--- config.mk ---
export PLATFORM = sky130hd
export DESIGN_NAME = cci_ctrl
export DESIGN_NICKNAME = d
export VERILOG_FILES = /design/src/design/cci_pkg.sv /design/src/design/cci_ctrl.sv
export SDC_FILE = /design/constraint.sdc
export NUM_CORES = 1
export LEC_CHECK = 0
export CAP_MARGIN = 15
export CELL_PAD_IN_SITES_DETAIL_PLACEMENT = 1
export CELL_PAD_IN_SITES_GLOBAL_PLACEMENT = 1
export CORE_AREA = 2 2 39 41
export CTS_CLUSTER_SIZE = 14
export DETAILED_ROUTE_END_ITERATION = 8
export DIE_AREA = 0 0 41 43
export DONT_BUFFER_PORTS = 1
export PLACE_DENSITY = 0.51
export SLEW_MARGIN = 20
export SYNTH_ARGS = -nofsm -noshare
export SYNTH_HDL_FRONTEND = slang
export SYNTH_SLANG_ARGS = --single-unit
--- constraint.sdc ---
create_clock -name clk -period 1.17 [get_ports clk]
set_input_delay 0.117 -clock clk [delete_from_list [all_inputs] [get_ports clk]]
set_output_delay 0.117 -clock clk [all_outputs]
set_load 0.02 [all_outputs]
--- src/design/cci_pkg.sv ---
`default_nettype none
// ----------------------------------------------------------------------------
// cci_pkg: shared types for the clamped complex integer ALU
// Operation codes, the controller-to-datapath command and datapath status structs.
// ----------------------------------------------------------------------------
package cci_pkg;

	typedef enum logic [2:0] {
		OP_LOAD = 3'd0,
		OP_ADD  = 3'd1,
		OP_SUB  = 3'd2,
		OP_MUL  = 3'd3,
		OP_DIV  = 3'd4
	} op_t;

	localparam int unsigned NUM_REGS = 4;
	localparam logic [1:0] REG_REAL_MIN = 2'd0;
	localparam logic [1:0] REG_REAL_MAX = 2'd1;
	localparam logic [1:0] REG_IMAG_MIN = 2'd2;
	localparam logic [1:0] REG_IMAG_MAX = 2'd3;

	// Commands from controller to datapath
	typedef struct packed {
		logic capture;   // latch the accepted item
		logic mul_a;     // form products ar*br, ai*bi, br*br
		logic mul_b;     // form products ar*bi, ai*br, bi*bi
		logic combine;   // form the exact new values (non-divide)
		logic div_start; // load divider
		logic div_step;  // one restoring step
		logic commit;    // clamp and write accumulator
	} cmd_t;

	typedef struct packed {
		logic div_last; // final divider step in progress
		logic is_div;   // captured op is divide with nonzero operand
		logic is_nop;   // captured op changes nothing
	} status_t;

endpackage
`default_nettype wire

--- src/design/cci_ctrl.sv ---
`default_nettype none
// ----------------------------------------------------------------------------
// cci_ctrl: sequencer of the complex ALU
// Walks each item through capture, the product states MUL_A and MUL_B, combine
// or divider load, divider steps for a divide, then commit and result transfer.
// ----------------------------------------------------------------------------
module cci_ctrl (
	input  wire logic             clk,
	input  wire logic             arst_n,
	input  wire logic             in_valid,
	output logic                  in_ready,
	output logic                  out_valid,
	input  wire logic             out_ready,
	input  cci_pkg::status_t      sts,
	output cci_pkg::cmd_t         cmd
);

	typedef enum logic [2:0] {
		S_IDLE, S_MUL_A, S_MUL_B, S_COMB, S_DIV, S_COMMIT, S_OUT
	} state_t;

	state_t state_q;

	// Accept a new item while idle or when the held result leaves this cycle
	assign in_ready  = (state_q == S_IDLE) || (state_q == S_OUT && out_ready);
	assign out_valid = (state_q == S_OUT);

	always_comb begin
		cmd = '0;
		cmd.capture   = in_valid && in_ready;
		cmd.mul_a     = (state_q == S_MUL_A);
		cmd.mul_b     = (state_q == S_MUL_B);
		cmd.combine   = (state_q == S_COMB) && !sts.is_div;
		cmd.div_start = (state_q == S_COMB) && sts.is_div;
		cmd.div_step  = (state_q == S_DIV);
		cmd.commit    = (state_q == S_COMMIT) && !sts.is_nop;
	end

	// Hold state
	always_ff @(posedge clk or negedge arst_n) begin
		if (!arst_n) begin
			state_q <= S_IDLE;
		end else begin
			unique case (state_q)
				S_IDLE:   if (in_valid) state_q <= S_MUL_A;
				S_MUL_A:  state_q <= S_MUL_B;
				S_MUL_B:  state_q <= S_COMB;
				S_COMB:   state_q <= sts.is_div ? S_DIV : S_COMMIT;
				S_DIV:    if (sts.div_last) state_q <= S_COMMIT;
				S_COMMIT: state_q <= S_OUT;
				S_OUT: begin
					if (out_ready) state_q <= in_valid ? S_MUL_A : S_IDLE;
				end
				default:  state_q <= S_IDLE;
			endcase
		end
	end

endmodule
`default_nettype wire

Word level (Yosys, flattened, before mapping)
Cells that the tools add are included.
- register bits: 3
- muxes and demuxes: 6
- reductions and logical operators: 10
- equal/unequal tests: 9
- operator list (operator ; count):
    case mux 3 bit (7 select lines) ; 1
    == test 3 bit (second input constant) ; 3
    two-way mux 3 bit ; 3
    == test 3 x 2 -> 1 bit (second input constant) ; 2
    logical AND 1 bit ; 5
    != test 2 bit (second input constant) ; 2
    == test 3 x 1 -> 1 bit (second input constant) ; 1
    logical NOT 3 bit ; 1
    AND reduction 3 bit ; 1
    logical NOT 1 bit ; 2
    two-way mux 1 bit ; 2
    != test 2 x 1 -> 1 bit (second input constant) ; 1
    logical OR 1 bit ; 1

Logic depth before layout (Yosys ltp)
Gate-level depths: netlist of the first run.
- depth after elaboration: 4
- mapped depth: 4
- depth with buffers taken out: 3

Least setup slack after synthesis of the first run
Ideal clock, no wire load.
- path kind: register to output
- start: register state_q[2]
- end: output port cmd[6] (netlist bit)
- arrival time: 1309 ps
- stages on the path, launching flop included: 4
- buffers on the path: 0
- path slack: -256 ps
- path through: dfrtp_1 and2b_4 a211oi_2 and2_1
- RTL lines (what ; RTL line ; text):
    start: declaration ; cci_ctrl.sv:22 ; state_t state_q;
    start signal: assignment ; cci_ctrl.sv:48 ; S_COMB: state_q <= sts.is_div ? S_DIV : S_COMMIT;
    start signal: assignment ; cci_ctrl.sv:52 ; if (out_ready) state_q <= in_valid ? S_MUL_A : S_IDLE;
    end: declaration ; cci_ctrl.sv:15 ; output cci_pkg::cmd_t cmd

==> flow_metrics.env, run 1 <==
export IMPL_status="complete, but fails checks"
export IMPL_syn_instance_count=30
export IMPL_utilization_pct=29.6
export IMPL_vias=274
export IMPL_r2r_setup_slack_ns=0.10
export IMPL_p_per_area_nw_per_um2=3140
export IMPL_tritoncts="built"
export IMPL_overflow=0
export IMPL_fin_cells=61
export IMPL_fin_ws_ns=-0.194
export IMPL_area_growth_pct=70.3
export IMPL_hold_slack_ns=0.0748
export IMPL_hold_depth=3
export IMPL_grt_pass1_vias=283
export IMPL_vdd_ir_drop_max_v=0.000750
export IMPL_synth_top_area_share_pct=31.3
export IMPL_place_inst=52
export IMPL_worstPathArrival_ns=1.25
export IMPL_io_buffers=0
export IMPL_place_area_um2=327
export IMPL_ant_nets=0
export IMPL_clkTransAtPathRegs_ns=0.04
export IMPL_start_util_pct=17.4
export IMPL_drc=0
export IMPL_clock_sinks=3
export IMPL_yosysMostFrequentCell="nand2_1"
export IMPL_dpl_worst_slack_ns=0.00278
export IMPL_io_pins=16
export IMPL_skew_ns=0.00479
export IMPL_syn_area_per_cell_um2=8.01
export IMPL_required_ns=1.05
export IMPL_end_kind="primary output"
export IMPL_reg_top3="state_q (3)"
export IMPL_rr_worst_depth=3
export IMPL_synth_commonest_cells="nand2_1 (4), dfrtp_1 (3), nor2_1 (3)"
export IMPL_antenna_found_initial=0
export IMPL_finalCritPeriodShare_pct=117
export IMPL_total_power_mw=1.28
export IMPL_crit_type="flop to primary output"
export IMPL_core_region_area_um2=1380
export IMPL_ys_top_cells_by_area="dfrtp_1 (31%), nand2_1 (6.3%), nand3b_1 (6.3%)"
export IMPL_largest_reg_flops=3
export IMPL_die_w_um=41
export IMPL_vias_per_cell=4.49
export IMPL_grt_pass1_wl_um=1160
export IMPL_drt_iter0_drc=5
export IMPL_n_antenna_cell=0
export IMPL_syn_nets=37
export IMPL_rr_endpoint="state_q[0]"
export IMPL_synthesis_area_um2=240
export IMPL_cts_buffers=3
export IMPL_largest_register="state_q"
export IMPL_post_route_cell_area_um2=409
export IMPL_worst_path_max_fanout=6
export IMPL_worstMarginPinSlew_ns=0.221
export IMPL_slew_viol_final=0
export IMPL_ys_ff_latch=3
export IMPL_critPathMaxStageDelay_ns=0.44
export IMPL_yosys_area_top_type="dfrtp_1"
export IMPL_drv_cap=0
export IMPL_rsz0062_at_grt="true"
export IMPL_fin_nets=53
export IMPL_clk_root_buffer_cell="clkbuf_4"
export IMPL_synthArstFlopShare_pct=100
export IMPL_track_usage_pct=10.5
export IMPL_clkLatencyLatePin_ns=0.24
export IMPL_h_tree_depth=1
export IMPL_violations="negative setup slack"
export IMPL_p_leak_nw=0.191
export IMPL_hp_start="out_ready"
export IMPL_synthDistinctLibCells=20
export IMPL_rows=14
export IMPL_die_area_um2=1760
export IMPL_drive_gt1_share_pct=55.6
export IMPL_ys_dominant_reg_cell="dfrtp_1"
export IMPL_firstDrtPassIters=4
export IMPL_synth_seq_area_share_pct=31.3
export IMPL_grt_max_degree=12
export IMPL_dieHeight_um=43
export IMPL_finalWeightedCongestion=0.718
export IMPL_reg2reg_from="state_q[2]"
export IMPL_start_kind="flop"
export IMPL_tns_ns=-1.12
export IMPL_yosysWarnings=0
export IMPL_max_freq_mhz=733
export IMPL_min_period_ns=1.36
export IMPL_hold_viol=0
export IMPL_synth_edf_count=0
export IMPL_relSlewSlack_pct=85.3
export IMPL_hold_path_end="state_q[2]"
export IMPL_setup_viol=9
export IMPL_max_clock_path_buffers=2
export IMPL_critPathTopFamily="flip-flops"
export IMPL_hold_class="input port to flop"
export IMPL_crit_slowest_cell="dfrtp_2"
export IMPL_wl_per_cell_um=12.4
export IMPL_path_buf_inv=0
export IMPL_crit_chain="and2b_4 -> a211oi_4 -> and2_4"
export IMPL_drt_total_wl_um=755
export IMPL_dp_hpwl_um=557
-- per-layer routing --
metal	track usage (%)	vias up	part of all wire, %
li1	-	132	-
met1	11.0	128	38
met2	15.3	12	54
met3	4.71	2	6.9
met4	8.00	0	0.79
met5	0	-	0
-- cell families (layout without fill, tap and decap cells) --
| group | Yosys count | after routing | share of synthesized area, % |
|---|---|---|---|
| AO/OA/AOI/OAI | 5 | 5 | 15.6 |
| AND/OR/NAND/NOR | 19 | 19 | 47.9 |
| flip-flops | 3 | 3 | 31.2 |
| buffers and inverters | 3 | 18 | 5.20 |
-- tightest hold or removal path, cell delays in order --
cell and delay (ns):
o21ai_0 0.05, nand2_1 0.06, nand2_1 0.05
-- cell usage in the layout (no fill, tap or decap), drive strengths merged --
| master | synthesis | final |
|---|---|---|
| dfrtp | 3 | 3 |
| a21oi | 1 | 1 |
| nand3b | 2 | 2 |
| a211oi | 1 | 1 |
| o22ai | 1 | 1 |
| and3b | 2 | 2 |
| nor2b | 2 | 2 |
| and2 | 1 | 1 |
| dlygate4sd3 | 0 | 1 |
| nand2 | 5 | 5 |
| nor3b | 1 | 1 |
| nand2b | 2 | 2 |
| buf | 1 | 12 |
| nor2 | 3 | 3 |
| clkbuf | 1 | 4 |
| inv | 1 | 1 |
| and2b | 1 | 1 |
| o21ai | 1 | 1 |
| o221ai | 1 | 1 |
-- how the worst max path moves through the flow --
stage / startpoint / to / slack, ns / cells after the start
final: state_q[2] / cmd[6] / -0.19 / 3
after global routing: state_q[2] / cmd[6] / -0.25 / 3
after CTS: state_q[2] / cmd[6] / -0.21 / 3
after detailed placement: state_q[0] / cmd[3] / 0.003 / 3
after global placement: state_q[0] / cmd[2] / 0.02 / 3
after floorplan: state_q[2] / cmd[6] / -0.09 / 3
-- final cells by class --
| type | count | area [um^2] |
|---|---|---|
| fill | 171 | 975 |
| sequential | 3 | 77.6 |
| timing repair buffer | 13 | 105 |
| multi-input combinational | 24 | 176 |
| tap | 16 | 20.0 |
| inverter | 1 | 3.75 |
| clock buffer | 4 | 26.3 |
-- power breakdown --
group	switching, mW	total [mW]	internal (mW)
Clock	0.0566	0.185	0.128
Combinational	0.403	0.828	0.424
Sequential	0.106	0.270	0.165
Total	0.566	1.28	0.717
-- repair_timing --
item,in CTS,in global routing
hold buffers,1,0
endpoints found under the setup margin,9,9
gates resized for setup,4,3
gates cloned,0,1
setup buffers,2,1
pin swaps,2,3
endpoints found under the hold margin,3,0
Power figures use the tool's default switching activity.
==> inputs of run 2 (changes only) <==
--- a/config.mk
+++ b/config.mk
@@ -14,7 +14,6 @@
 export DIE_AREA = 0 0 41 43
 export DONT_BUFFER_PORTS = 1
 export PLACE_DENSITY = 0.51
-export SLEW_MARGIN = 20
 export SYNTH_ARGS = -nofsm -noshare
 export SYNTH_HDL_FRONTEND = slang
 export SYNTH_SLANG_ARGS = --single-unit
==> constraint.sdc (replaced) <==
create_clock -name clk -period 1.17 [get_ports clk]
set_input_delay 0.0585 -clock clk [delete_from_list [all_inputs] [get_ports clk]]
set_output_delay 0.0585 -clock clk [all_outputs]
set_load 0.02 [all_outputs]
==> flow_metrics.env, run 2 (synthesized netlist as in run 1, its figures left out) <==
export IMPL_hold_depth=3
export IMPL_h_tree_depth=1
export IMPL_ant_nets=0
export IMPL_start_util_pct=17.4
export IMPL_vdd_ir_drop_max_v=0.000626
export IMPL_fin_nets=55
export IMPL_critPathMaxStageDelay_ns=0.43
export IMPL_overflow=0
export IMPL_violations="negative setup slack"
export IMPL_hold_viol=0
export IMPL_grt_pass1_vias=268
export IMPL_max_clock_path_buffers=2
export IMPL_multi_input_area_um2=169
export IMPL_dpl_worst_slack_ns=0.0616
export IMPL_clkTransAtPathRegs_ns=0.04
export IMPL_rows=14
export IMPL_dieHeight_um=43
export IMPL_n_antenna_cell=0
export IMPL_start_kind="flop"
export IMPL_fin_cells=63
export IMPL_grt_pass1_wl_um=1080
export IMPL_wl_per_cell_um=11.9
export IMPL_cts_buffers=3
export IMPL_rsz0062_at_grt="true"
export IMPL_antenna_found_initial=0
export IMPL_largest_reg_flops=3
export IMPL_area_growth_pct=73.4
export IMPL_finalWeightedCongestion=0.722
export IMPL_max_freq_mhz=766
export IMPL_reg2reg_from="state_q[1]"
export IMPL_io_buffers=0
export IMPL_worst_path_max_fanout=5
export IMPL_die_w_um=41
export IMPL_hold_class="input port to flop"
export IMPL_rr_worst_depth=5
export IMPL_track_usage_pct=9.67
export IMPL_hold_path_end="state_q[2]"
export IMPL_setup_viol=8
export IMPL_largest_register="state_q"
export IMPL_fin_ws_ns=-0.135
export IMPL_clkLatencyLatePin_ns=0.25
export IMPL_worstPathArrival_ns=1.25
export IMPL_grt_max_degree=13
export IMPL_dp_hpwl_um=499
export IMPL_die_area_um2=1760
export IMPL_tritoncts="built"
export IMPL_reg_top3="state_q (3)"
export IMPL_drc=0
export IMPL_clk_root_buffer_cell="clkbuf_4"
export IMPL_clock_sinks=3
export IMPL_core_region_area_um2=1380
export IMPL_firstDrtPassIters=3
export IMPL_tns_ns=-0.572
export IMPL_min_period_ns=1.31
export IMPL_final_common_cell="buf_4"
export IMPL_status="complete, but fails checks"
export IMPL_ff_latch_area_um2=77.6
export IMPL_worstMarginPinSlew_ns=0.183
export IMPL_r2r_setup_slack_ns=0.08
export IMPL_drive_gt1_share_pct=55.3
export IMPL_rr_endpoint="state_q[0]"
export IMPL_p_per_area_nw_per_um2=3140
export IMPL_drt_total_wl_um=747
export IMPL_vias_per_cell=4.46
export IMPL_slew_viol_final=0
export IMPL_end_kind="primary output"
export IMPL_drt_iter0_drc=3
export IMPL_skew_ns=0.00884
export IMPL_p_leak_nw=0.200
export IMPL_fillers=165
export IMPL_crit_type="flop to primary output"
export IMPL_finalCritPeriodShare_pct=112
export IMPL_drv_cap=0
export IMPL_required_ns=1.11
export IMPL_io_pins=16
export IMPL_crit_slowest_cell="dfrtp_2"
export IMPL_vias=281
export IMPL_place_inst=52
export IMPL_relSlewSlack_pct=87.7
export IMPL_crit_chain="and2b_4 -> a211oi_4 -> and2_4"
export IMPL_final_cell_mix="buf_4 (11), nand2_1 (4), nor2_1 (3), clkbuf_4 (3)"
export IMPL_hp_start="out_ready"
[run 2: worst max path at each step]
| stage | startpoint | to | slack (ns) | depth (start not counted) |
|---|---|---|---|---|
| floorplan | state_q[2] | cmd[6] | -0.03 | 3 |
| global placement | state_q[0] | state_q[0] | 0.09 | 3 |
| detailed placement | state_q[0] | cmd[3] | 0.06 | 3 |
| CTS | state_q[2] | cmd[6] | -0.13 | 3 |
| global route | state_q[2] | cmd[6] | -0.19 | 3 |
| finish | state_q[2] | cmd[6] | -0.14 | 3 |
[run 2: metrics by stage]
| stage | hold WS (ns) | cell area [um^2] | power (mW) | utilization, % |
|---|---|---|---|---|
| after floorplan | -0.237 | 255 | 0.724 | - |
| final | 0.0169 | 417 | 1.31 | 30.1 |
| after CTS | 0.0359 | 397 | 1.24 | 28.7 |
| after global placement | -0.237 | 327 | 0.936 | 23.6 |
| after detailed placement | -0.237 | 327 | 0.951 | 23.6 |
| after global routing | 0.0504 | 417 | 1.42 | 30.1 |
[run 2: what timing repair did]
item / 4_1_cts / 5_1_grt
pin swaps: 1 / 0
setup buffers: 3 / 3
endpoints found under the hold margin: 3 / 0
endpoints found under the setup margin: 9 / 9
hold buffers: 1 / 0
gates resized for setup: 5 / 0
[run 2: metal layers]
metal	wire length, um	GRT usage (%)	vias up
met3	55	2.62	2
met5	0	0	-
met4	29	8.00	0
met1	296	11.4	134
met2	365	13.8	12
li1	-	-	133
[run 2: area by class of cell]
cell class / count / share of cell area, %
Timing Repair Buffer: 15 / 28.8
Sequential cell: 3 / 18.6
Clock buffer: 4 / 6.31
Multi-Input combinational cell: 24 / 40.5
Tap cell: 16 / 4.80
Inverter: 1 / 0.901
[run 2: report_power, final]
part	leakage [nW]	switching (mW)	total [mW]	internal, mW
Combinational	0.151	0.428	0.878	0.450
Sequential	0.0342	0.0707	0.235	0.165
Clock	0.0150	0.0678	0.197	0.129
Total	0.200	0.566	1.31	0.743
[run 2: worst max-delay path: cells and delay by family, from the launching register on]
kind	cells	cell delay, ns
AOI/OAI and AO/OA	1	0.17
DFF	1	0.43
and+or+nand+nor	2	0.40
